===== src/hw/rtl/clkt_pkg.sv =====
`default_nettype none
package clkt_pkg;
  localparam int Capacity = 16;
  localparam int IdxW = $clog2(Capacity);
  localparam int LinkW = IdxW + 1;
  localparam int CntW = $clog2(Capacity + 1);
  localparam logic [LinkW-1:0] LinkNull = {LinkW{1'b1}};

  localparam logic [2:0] OpInsUnique = 3'd0;
  localparam logic [2:0] OpInsSorted = 3'd1;
  localparam logic [2:0] OpDelete    = 3'd2;
  localparam logic [2:0] OpSort      = 3'd3;
  localparam logic [2:0] OpRead      = 3'd4;

  localparam logic [2:0] StInserted = 3'd0;
  localparam logic [2:0] StUpdated  = 3'd1;
  localparam logic [2:0] StFull     = 3'd2;
  localparam logic [2:0] StDone     = 3'd3;
  localparam logic [2:0] StRecord   = 3'd4;
  localparam logic [2:0] StEmpty    = 3'd5;

  typedef struct packed {
    logic [2:0]  opcode;
    logic [63:0] id_key;
    logic [63:0] name_key;
    logic [15:0] weight_in;
    logic [19:0] price_in;
    logic [15:0] qty_in;
  } req_t;

  typedef struct packed {
    logic [2:0]  status;
    logic [4:0]  deleted_count;
    logic [4:0]  entry_count;
    logic [63:0] out_id;
    logic [63:0] out_name;
    logic [15:0] out_weight;
    logic [19:0] out_price;
    logic [15:0] out_qty;
    logic        last;
  } rsp_t;

  typedef struct packed {
    logic [63:0] id;
    logic [63:0] name;
    logic [15:0] weight;
    logic [19:0] price;
    logic [15:0] qty;
  } rec_t;
endpackage
`default_nettype wire


===== src/hw/rtl/clkt_if.sv =====
`default_nettype none
interface clkt_req_if;
  logic valid;
  logic ready;
  clkt_pkg::req_t data;
  modport source (output valid, output data, input ready);
  modport sink (input valid, input data, output ready);
endinterface

interface clkt_rsp_if;
  logic valid;
  logic ready;
  clkt_pkg::rsp_t data;
  modport source (output valid, output data, input ready);
  modport sink (input valid, input data, output ready);
endinterface
`default_nettype wire


===== src/hw/rtl/clkt_store.sv =====
`default_nettype none
module clkt_store (
  input  wire logic clk,
  input  wire logic we,
  input  wire logic [clkt_pkg::IdxW-1:0] waddr,
  input  wire clkt_pkg::rec_t wdata,
  input  wire logic [clkt_pkg::IdxW-1:0] raddr,
  output clkt_pkg::rec_t rdata
);
  clkt_pkg::rec_t mem [clkt_pkg::Capacity];

  always_ff @(posedge clk) begin
    if (we) begin
      mem[waddr] <= wdata;
    end
    rdata <= mem[raddr];
  end
endmodule
`default_nettype wire


===== src/hw/rtl/cursor_list_keyed_table.sv =====
// Unique insert, delete, read and sorted insert walk the list entry by entry;
// sort is quadratic in the number of linked entries.
// One operation at a time: req.ready is low from acceptance until its last item
// is taken; read-out issues each item only once the previous one has been taken.
// The walk is set by the single record-store read port and the shared compare.
// Reset (rst, synchronous): free list from highest slot down, list empty, count 0.
`default_nettype none
module cursor_list_keyed_table (
  input wire logic clk,
  input wire logic rst,
  clkt_req_if.sink req,
  clkt_rsp_if.source rsp
);
  localparam int IdxW = clkt_pkg::IdxW;
  localparam int LinkW = clkt_pkg::LinkW;
  localparam int CntW = clkt_pkg::CntW;

  typedef enum logic [8:0] {
    S_IDLE  = 9'b000000001,
    S_RD    = 9'b000000010,
    S_CHK   = 9'b000000100,
    S_INS   = 9'b000001000,
    S_SRD   = 9'b000010000,
    S_SCHK  = 9'b000100000,
    S_SWP1  = 9'b001000000,
    S_SWP2  = 9'b010000000,
    S_OUT   = 9'b100000000
  } state_t;

  state_t state;
  clkt_pkg::req_t cur;
  logic [LinkW-1:0] next_link [clkt_pkg::Capacity];
  logic [LinkW-1:0] free_head, list_head, walk, prev, step, best;
  logic [CntW-1:0] record_count, guard, guard2, removed;
  logic [63:0] best_name;
  clkt_pkg::rec_t step_rec, best_rec;

  logic we;
  logic [IdxW-1:0] waddr, raddr;
  clkt_pkg::rec_t wdata, rdata;

  logic rsp_valid;
  clkt_pkg::rsp_t rsp_data;
  logic read_mode;

  clkt_store u_store (
    .clk(clk), .we(we), .waddr(waddr), .wdata(wdata), .raddr(raddr), .rdata(rdata)
  );

  function automatic logic vl(input logic [LinkW-1:0] v);
    return v < LinkW'(clkt_pkg::Capacity);
  endfunction

  assign req.ready = (state == S_IDLE) && !rsp_valid;
  assign rsp.valid = rsp_valid;
  assign rsp.data = rsp_data;

  always_comb begin
    raddr = walk[IdxW-1:0];
    we = 1'b0;
    waddr = walk[IdxW-1:0];
    wdata = rdata;
    case (state)
      S_SRD: raddr = walk[IdxW-1:0];
      S_CHK: begin
        if (cur.opcode == clkt_pkg::OpInsUnique && rdata.id == cur.id_key) begin
          we = 1'b1;
          wdata.weight = cur.weight_in;
          wdata.price = cur.price_in;
          wdata.qty = ({1'b0, rdata.qty} + {1'b0, cur.qty_in}) > 17'hFFFF
                      ? 16'hFFFF : 16'(rdata.qty + cur.qty_in);
        end
      end
      S_INS: begin
        we = 1'b1;
        waddr = free_head[IdxW-1:0];
        wdata = '{id: cur.id_key, name: cur.name_key, weight: cur.weight_in,
                  price: cur.price_in, qty: cur.qty_in};
      end
      S_SWP1: begin
        we = !read_mode;
        waddr = step[IdxW-1:0];
        wdata = best_rec;
      end
      S_SWP2: begin
        we = 1'b1;
        waddr = best[IdxW-1:0];
        wdata = step_rec;
      end
      default: ;
    endcase
  end

  function automatic clkt_pkg::rsp_t mk(input logic [2:0] st, input logic [CntW-1:0] dc,
                                        input logic [CntW-1:0] ec);
    clkt_pkg::rsp_t r;
    r = '0;
    r.status = st;
    r.deleted_count = 5'(dc);
    r.entry_count = 5'(ec);
    r.last = 1'b1;
    return r;
  endfunction

  // Link patch: prev == null means list_head.
  always_ff @(posedge clk) begin
    if (rst) begin
      state <= S_IDLE;
      rsp_valid <= 1'b0;
      read_mode <= 1'b0;
      free_head <= LinkW'(clkt_pkg::Capacity - 1);
      list_head <= clkt_pkg::LinkNull;
      record_count <= '0;
      for (int i = 0; i < clkt_pkg::Capacity; i++) begin
        next_link[i] <= (i == 0) ? clkt_pkg::LinkNull : LinkW'(i - 1);
      end
    end else begin
      if (rsp_valid && rsp.ready) begin
        rsp_valid <= 1'b0;
      end
      case (state)
        S_IDLE: begin
          if (req.valid && req.ready) begin
            cur <= req.data;
            walk <= list_head;
            prev <= clkt_pkg::LinkNull;
            guard <= '0;
            removed <= '0;
            step <= list_head;
            case (req.data.opcode)
              clkt_pkg::OpInsUnique, clkt_pkg::OpDelete, clkt_pkg::OpRead:
                state <= S_RD;
              clkt_pkg::OpInsSorted: begin
                if (record_count < CntW'(clkt_pkg::Capacity)) begin
                  state <= S_RD;
                end else begin
                  rsp_data <= mk(clkt_pkg::StFull, '0, record_count);
                  rsp_valid <= 1'b1;
                end
              end
              clkt_pkg::OpSort: state <= S_SRD;
              default: ;
            endcase
          end
        end
        S_RD: begin
          if (!vl(walk) || guard == CntW'(clkt_pkg::Capacity)) begin
            case (cur.opcode)
              clkt_pkg::OpDelete: begin
                rsp_data <= mk(clkt_pkg::StDone, removed, record_count);
                rsp_valid <= 1'b1;
                state <= S_IDLE;
              end
              clkt_pkg::OpRead: begin
                if (guard == '0) begin
                  rsp_data <= mk(clkt_pkg::StEmpty, '0, record_count);
                  rsp_valid <= 1'b1;
                end
                state <= S_IDLE;
              end
              default: begin
                if (record_count < CntW'(clkt_pkg::Capacity) && vl(free_head)) begin
                  state <= S_INS;
                end else begin
                  rsp_data <= mk(clkt_pkg::StFull, '0, record_count);
                  rsp_valid <= 1'b1;
                  state <= S_IDLE;
                end
              end
            endcase
          end else begin
            state <= S_CHK;
          end
        end
        S_CHK: begin
          case (cur.opcode)
            clkt_pkg::OpInsUnique: begin
              if (rdata.id == cur.id_key) begin
                rsp_data <= mk(clkt_pkg::StUpdated, '0, record_count);
                rsp_valid <= 1'b1;
                state <= S_IDLE;
              end else begin
                prev <= walk;
                walk <= next_link[walk[IdxW-1:0]];
                guard <= guard + 1'b1;
                state <= S_RD;
              end
            end
            clkt_pkg::OpInsSorted: begin
              if (!(rdata.name < cur.name_key)) begin
                state <= vl(free_head) ? S_INS : S_IDLE;
                if (!vl(free_head)) begin
                  rsp_data <= mk(clkt_pkg::StFull, '0, record_count);
                  rsp_valid <= 1'b1;
                end
              end else begin
                prev <= walk;
                walk <= next_link[walk[IdxW-1:0]];
                guard <= guard + 1'b1;
                state <= S_RD;
              end
            end
            clkt_pkg::OpDelete: begin
              guard <= guard + 1'b1;
              walk <= next_link[walk[IdxW-1:0]];
              if (rdata.name == cur.name_key) begin
                if (vl(prev)) next_link[prev[IdxW-1:0]] <= next_link[walk[IdxW-1:0]];
                else list_head <= next_link[walk[IdxW-1:0]];
                next_link[walk[IdxW-1:0]] <= free_head;
                free_head <= walk;
                if (record_count != '0) record_count <= record_count - 1'b1;
                removed <= removed + 1'b1;
              end else begin
                prev <= walk;
              end
              state <= S_RD;
            end
            default: begin
              // read out: hold until previous item taken
              if (!rsp_valid || rsp.ready) begin
                rsp_data <= '{status: clkt_pkg::StRecord, deleted_count: 5'd0,
                              entry_count: 5'(record_count), out_id: rdata.id,
                              out_name: rdata.name, out_weight: rdata.weight,
                              out_price: rdata.price, out_qty: rdata.qty,
                              last: !vl(next_link[walk[IdxW-1:0]]) ||
                                    guard == CntW'(clkt_pkg::Capacity - 1)};
                rsp_valid <= 1'b1;
                walk <= next_link[walk[IdxW-1:0]];
                guard <= guard + 1'b1;
                state <= S_RD;
              end
            end
          endcase
        end
        S_INS: begin
          free_head <= next_link[free_head[IdxW-1:0]];
          next_link[free_head[IdxW-1:0]] <=
            (cur.opcode == clkt_pkg::OpInsSorted && vl(walk)) ? walk : clkt_pkg::LinkNull;
          if (vl(prev)) next_link[prev[IdxW-1:0]] <= free_head;
          else list_head <= free_head;
          record_count <= record_count + 1'b1;
          rsp_data <= mk(clkt_pkg::StInserted, '0, record_count + 1'b1);
          rsp_valid <= 1'b1;
          state <= S_IDLE;
        end
        S_SRD: begin
          // outer step: walk from step to find minimum name
          if (!vl(step) || guard == CntW'(clkt_pkg::Capacity)) begin
            rsp_data <= mk(clkt_pkg::StDone, '0, record_count);
            rsp_valid <= 1'b1;
            state <= S_IDLE;
          end else begin
            walk <= step;
            best <= step;
            guard2 <= '0;
            state <= S_SCHK;
            read_mode <= 1'b1;
          end
        end
        S_SCHK: begin
          if (read_mode) begin
            read_mode <= 1'b0;
          end else if (!vl(walk) || guard2 == CntW'(clkt_pkg::Capacity)) begin
            walk <= step;
            state <= S_SWP1;
            read_mode <= 1'b1;
          end else begin
            if (walk == step || rdata.name < best_name) begin
              best <= walk;
              best_name <= rdata.name;
              best_rec <= rdata;
            end
            walk <= next_link[walk[IdxW-1:0]];
            guard2 <= guard2 + 1'b1;
            read_mode <= 1'b1;
          end
        end
        S_SWP1: begin
          // wait for step record, then write best into step
          if (read_mode) begin
            read_mode <= 1'b0;
          end else if (best == step) begin
            step <= next_link[step[IdxW-1:0]];
            guard <= guard + 1'b1;
            state <= S_SRD;
          end else begin
            step_rec <= rdata;
            state <= S_SWP2;
          end
        end
        S_SWP2: begin
          step <= next_link[step[IdxW-1:0]];
          guard <= guard + 1'b1;
          state <= S_SRD;
        end
        default: state <= S_IDLE;
      endcase
    end
  end

  // S_SWP1 writes only once read_mode has cleared, after the step record has been read.

  assert property (@(posedge clk) disable iff (rst)
    req.valid && req.ready && req.data.opcode <= clkt_pkg::OpRead |=> !req.ready)
    else $error("accepted while busy");
  assert property (@(posedge clk) disable iff (rst) record_count <= CntW'(clkt_pkg::Capacity))
    else $error("count overflow");
  assert property (@(posedge clk) disable iff (rst) state == S_INS |-> vl(free_head))
    else $error("insert without free slot");
endmodule
`default_nettype wire


===== src/flat_wrapper.sv =====
// flat-port wrapper written by rule: the top's interface ports become plain ports
module cursor_list_keyed_table_flat 
  (clk, rst, req_valid, req_data, req_ready, rsp_valid, rsp_data, rsp_ready);
  clkt_req_if req_i ();
  clkt_rsp_if rsp_i ();
  input wire logic clk;
  input wire logic rst;
  input wire logic [$bits(req_i.valid)-1:0] req_valid;
  input wire logic [$bits(req_i.data)-1:0] req_data;
  output wire logic [$bits(req_i.ready)-1:0] req_ready;
  output wire logic [$bits(rsp_i.valid)-1:0] rsp_valid;
  output wire logic [$bits(rsp_i.data)-1:0] rsp_data;
  input wire logic [$bits(rsp_i.ready)-1:0] rsp_ready;
  assign req_i.valid = req_valid;
  assign req_i.data = req_data;
  assign req_ready = req_i.ready;
  assign rsp_valid = rsp_i.valid;
  assign rsp_data = rsp_i.data;
  assign rsp_i.ready = rsp_ready;
  cursor_list_keyed_table u_core (.clk(clk), .rst(rst), .req(req_i), .rsp(rsp_i));
endmodule

===== config.mk =====
export PLATFORM = sky130hd
export DESIGN_NAME = cursor_list_keyed_table_flat
export DESIGN_NICKNAME = d
export VERILOG_FILES = /design/src/hw/rtl/clkt_pkg.sv /design/src/hw/rtl/clkt_if.sv /design/src/hw/rtl/clkt_store.sv /design/src/hw/rtl/cursor_list_keyed_table.sv /design/src/flat_wrapper.sv
export SDC_FILE = /design/constraint.sdc
export NUM_CORES = 2
export LEC_CHECK = 0
export ABC_AREA = 1
export BUFFER_PORTS_ARGS = -buffer_cell sky130_fd_sc_hd__buf_2
export CORE_MARGIN = 8
export CORE_UTILIZATION = 55
export DETAILED_ROUTE_END_ITERATION = 16
export MAX_ROUTING_LAYER = met4
export PLACE_DENSITY_LB_ADDON = 0.2
export SLEW_MARGIN = 30
export SYNTH_ARGS = -nofsm -noshare
export SYNTH_HDL_FRONTEND = slang
export SYNTH_SLANG_ARGS = --single-unit

===== constraint.sdc =====
create_clock -name clk -period 28.9 [get_ports clk]
set_input_delay 2.89 -clock clk [delete_from_list [all_inputs] [get_ports clk]]
set_output_delay 2.89 -clock clk [all_outputs]
set_load 0.05 [all_outputs]

* Word-level counts from Yosys, hierarchy flattened *
Memory sizes are Yosys's and may differ from the RTL's. A register that Yosys moved wholly into a read port is not among the register bits.
Index checks and enable logic that the tools add are counted.
Widths: inputs -> output; s select.

operators by class
  multiplexer cells = 141
  shift operators = 0
  bitwise logic cells = 8
  add/subtract/negate cells = 7
  multipliers = 0
  reduce and logical (&&, ||, !) cells = 51
  equal/unequal tests = 54
  $lt $le $gt $ge = 9
  div/mod/pow operators = 0

operators with widths
  operator             count
  $mux 194             11
  $pmux 194 s5         1
  $pmux 194 s3         1
  $pmux 194 s2         1
  $pmux 128 s3         1
  $pmux 52 s4          1
  $mux 5               41
  $eq 64x64->1         2
  $lt 64x64->1         2
  $mux 9               9
  $pmux 5 s2           7
  $pmux 9 s7           1
  $pmux 5 s3           4
  $pmux 9 s3           2
  $mux 52              1
  $pmux 5 s4           2
  $mux 1               39
  $mux 4               9
  $lt 5x5->1 const B   6
  $reduce_and 5->1     5
  $add 5x1->5 const B  4
  $ne 2x2->1 const B   10
  $ne 3x3->1 const B   6
  $add 16x16->17       1
  other kinds (53)     103

word-level totals
  bits in writable memories = 2960
  latch bits = 0
  register bits = 798
  ROM bits = 0
  bits of input ports = 187
  memories = 2
  output and inout bits = 196

memories
  memory              depth  width  read ports  clocked after memory_dff  write ports  RTL line                       text
  u_core.u_store.mem  16     180    1           1                         1            clkt_store.sv:10               clkt_pkg::rec_t mem [clkt_pkg::Capacity];
  u_core.next_link    16     5      3           3                         16           cursor_list_keyed_table.sv:32  logic [LinkW-1:0] next_link [clkt_pkg::Capacity];

* Logic depth before layout (Yosys ltp) *
  depth in word-level cells = 10
  depth in mapped cells = 17
  mapped depth without buffers = 17

* By module *
From an unflattened synthesis, not the netlist that was laid out.

second synthesis, totals
  cells, all modules = 15290
  area total of the unflattened synthesis = 166417.1 µm²

modules (own cells, without submodules)
  module                   times used  area an instance (µm²)  sequential area each (µm²)  cells each
  clkt_store               1           122889.1                90086.4                     10953
  cursor_list_keyed_table  1           43528.0                 26325.2                     4337

* Worst setup path before layout *
OpenSTA, ideal clock, no wires.

  kind = input -> register
  start = input port req_data[181]
  end = register, netlist name u_core.rsp.data[0]
  setup slack = 10.453 ns
  cell stages on the path = 6
  library setup time = 1.024 ns
  arrival = 17.422 ns
  cell sequence = nor4_1 > nor2_1 > nor3_1 > nand4_1 > nor2_1 > nor3b_1

on the way
  longest elaborated chain between the ends = 3

RTL lines
  item                                RTL line                        text
  start, declared                     flat_wrapper.sv:9               input wire logic [$bits(req_i.data)-1:0] req_data;
  $eq 3x1->1                          cursor_list_keyed_table.sv:130  case (req.data.opcode)
  $ne 2x2->1 (no source line)         -
  $reduce_and 14->1 (no source line)  -

Every way passes these cells.
A chain may end at the register's enable or synchronous reset.

* Worst setup path after layout *
  start = register u_core.state[2]
  end = memory u_core.u_store.mem[9][17] (netlist bit), enable pin

on the way
  longest elaborated chain between the ends = 5
  elaborated cells on any way between the ends = 9

RTL lines
  item                                             RTL line                        text
  start, declared                                  cursor_list_keyed_table.sv:30   state_t state;
  start signal, assigned                           cursor_list_keyed_table.sv:191  state <= vl(free_head) ? S_INS : S_IDLE;
  $eq 9x8->1 / $eq 9x4->1 (equally long branches)  cursor_list_keyed_table.sv:63   case (state)
  $reduce_or 2->1 (no source line)                 -
  $pmux 1 s3                                       cursor_list_keyed_table.sv:63
  $mux 1                                           clkt_store.sv:13                if (we) begin
  $mux 1 (implied by the code)                     clkt_store.sv:14                mem[waddr] <= wdata;
  end, declared                                    clkt_store.sv:10

Several ways; a longest one is shown, not always the timed one.

==> results_dict.tcl <==
set metrics [dict create \
    outcome "finished clean" \
    seq_area_frac_synth 0.739 \
    antenna_found_initial 18 \
    drive_gt1_frac 0.105 \
    worst-endpoint-arrival_ps 8030 \
    dpl_cell_area_mm2 0.164 \
    fin_skew_ps 54.0 \
    grt_pass1_wl_um 686000 \
    ys_top_cells_by_area "edfxtp_1 (71%), o21ai_0 (5.9%), nor2_1 (4.7%)" \
    final_area_mm2 0.178 \
    mostFrequentLayoutCell "edfxtp_1" \
    finalMaxSlewViolations 0 \
    leakagePower_nw 60.4 \
    initial_core_util 0.553 \
    synth_warnings 0 \
    clock_power_share 0.361 \
    ctsResizeCount 0 \
    critPathLaunch "u_core.state[2]" \
    setup_tns_ps 0 \
    syn_nets 12627 \
    drc 0 \
    p_total_w 0.0145 \
    r2r_start "u_core.state[2]" \
    n_fill_cell 21101 \
    ir_drop_v 0.0000657 \
    pwr_density_cell_mw_per_mm2 81.7 \
    p_int_w 0.0105 \
    drt_iter0_markers 15601 \
    syn_inst 12287 \
    reg2regPathDepth 17 \
    cts_setup_buffers 0 \
    yosysTopAreaCellShare 0.712 \
    final_cell_mix "edfxtp_1 (3732), nor2_1 (1969), o21ai_0 (1867)" \
    max-cap-violations 0 \
    period_share 0.259 \
    cts_buffers 397 \
    clk_pin_slew_worst_paths_ps 70 \
    whs_ps 459 \
    critPathRequiredTime_ps 29450 \
    r2r_end "u_core.u_store.mem[9][17]" \
    setup-violations-final 0 \
    clockBufferDepth 4 \
    fmax_mhz 134 \
    combPwrFrac 0.147 \
    slew_headroom 0.278 \
    holdBufCountCts 0 \
    core-area_mm2 0.285 \
    dp_slack_ps 21660 \
    rsz0062_at_grt "no" \
    ys_seq_elements 3949 \
    synth_flop_cell "edfxtp_1" \
    port_buffers 382 \
    ff2ff_setup_slack_ps 21420 \
    avgSynthCellArea_um2 12.8 \
    worstSkewPairLatency_ps 960 \
    cts_tree "yes" \
    p_sw_w 0.00405 \
    cp_max_fo 46 \
    grt_start_max_net_pins 205 \
    die_area_mm2 0.304 \
    worst_slew_pin_slew_ps 1080 \
    synth_edf_count 3732 \
    rows 196 \
    wire_per_inst_um 28.4 \
    synth_area_mm2 0.158 \
    grt_usage 0.311 \
    nNetsFinal 12882 \
    min_path_type "reg -> reg" \
    via_per_inst 6.42 \
    crit_end "u_core.u_store.mem[9][17]" \
    place_hpwl_um 265000 \
    critPathKind "reg -> reg" \
    grt_pass1_vias 101904 \
    vias 106966 \
    cts_num_sinks 3949 \
    crit_path_start_kind "flip-flop" \
    gp_congestion 0.905 \
    routed_wl_um 474000 \
    cp-end-kind "flip-flop" \
    io_pins 383 \
    gr-total-overflow 0 \
    firstDrtPassIters 9 \
    hold_violations 0 \
    synth_cell_types 57 \
    die_w_um 551 \
    area_growth_syn_to_layout_pct 12.7 \
    synth_area_leader_cell "edfxtp_1" \
    cts_max_level 5 \
    die_y_um 551 \
    clk_root_buffer_cell "clkbuf_16" \
    ant_nets 0 \
    finalWorstSetupSlack_ps 21420 \
    async_reset_ff_frac 0 \
    pwr-share-seq 0.492 \
    min_period_ps 7480 \
    power_switching_share 0.279 \
]
==> per-layer routing <==
metal  share of wire  up-vias  routed length [um]  track usage
met3            0.11     1029               51100       0.0499
met5               0        -                   0            -
met1            0.39    53265              185000        0.428
met2            0.46     6655              216000        0.470
met4           0.045        0               21300        0.125
li1                -    46017                   -            -
==> power by group through the flow <==
stage / combinational [W] / sequential, W / clock, W
global placement: 0.00202 / 0.00724 / 0
finish: 0.00214 / 0.00714 / 0.00524
global route: 0.00228 / 0.00715 / 0.00549
floorplan: 0.00108 / 0.00742 / 0
CTS: 0.00209 / 0.00713 / 0.00527
detailed placement: 0.00208 / 0.00725 / 0
==> critical path, stage by stage (launching register included) <==
cell	delay [ps]
dfxtp_1	330
nor2_1	230
inv_1	90
nor2_2	690
nand2_1	410
nand2_1	570
nor2_4	130
inv_2	70
buf_4	420
nor2_1	70
nor2_1	230
inv_1	90
nor2_1	140
nand2_1	200
nor2_4	840
buf_4	910
buf_4	860
buf_4	690
==> kinds of logic after synthesis <==
family | after synthesis | share of synthesized area
compound gates | 3364 | 0.126
xor+xnor | 44 | 0.00245
fa+ha+maj | 153 | 0.0122
buf+inv | 1392 | 0.0336
flops | 3949 | 0.739
mux | 11 | 0.000699
simple gates | 3374 | 0.0855
==> through the flow <==
| stage | instances | utilization |
|---|---|---|
| after global placement | 15887 | 0.573 |
| after detailed placement | 15899 | 0.575 |
| final | 16662 | 0.623 |
| after global routing | 16658 | 0.623 |
| after CTS | 16645 | 0.622 |
| after floorplan | 12287 | - |
==> registers in the layout (all words and copies together) (netlist names), 5 cells and up, named ones only <==
name,flops
u_core.list_head,5
u_core.prev,5
u_core.free_head,5
u_core.best_name,64
u_core.removed,5
u_core.rsp.data,194
u_core.step,5
u_core.step_rec,180
u_core.u_store.mem,2880
u_core.best,5
u_core.best_rec,116
u_core.record_count,5
u_core.u_store.rdata,180
u_core.walk,5
u_core.state,8
u_core.cur,183
u_core.next_link,80
u_core.guard,5
u_core.guard2,5
==> worst min-delay path by stage <==
stage	cells after the start	slack, ps	start	end
final	0	460	u_core.u_store.rdata[31]	u_core.best_rec[31]
after global routing	0	470	u_core.u_store.rdata[24]	u_core.best_rec[24]
after CTS	0	460	u_core.u_store.rdata[31]	u_core.best_rec[31]
after detailed placement	0	450	u_core.u_store.rdata[40]	u_core.best_rec[40]
after global placement	0	440	u_core.u_store.rdata[51]	u_core.best_rec[51]
after floorplan	0	430	u_core.u_store.rdata[16]	u_core.best_rec[16]
==> final cells by class <==
type / count / area (um2) / area share
inverter: 613 / 2390 / 0.0134
tap: 3762 / 4710 / 0.0265
clock buffer: 532 / 10800 / 0.0610
multi-input combinational: 6946 / 36400 / 0.205
clock inverter: 214 / 2470 / 0.0139
antenna: 11 / 27.5 / 0.000155
sequential: 3949 / 116000 / 0.656
timing repair buffer: 635 / 4340 / 0.0244
==> synth_stat cells, drive strengths merged (78+ instances only) <==
library cell,count
o221ai,349
inv,609
nand4,89
a21oi,281
ha,152
o22ai,470
nor2,1988
o211ai,199
nand3,283
dfxtp,217
nand2,967
clkbuf,701
edfxtp,3732
o21ai,1883
buf,78
Note: power is estimated with default switching activity, not from simulation.
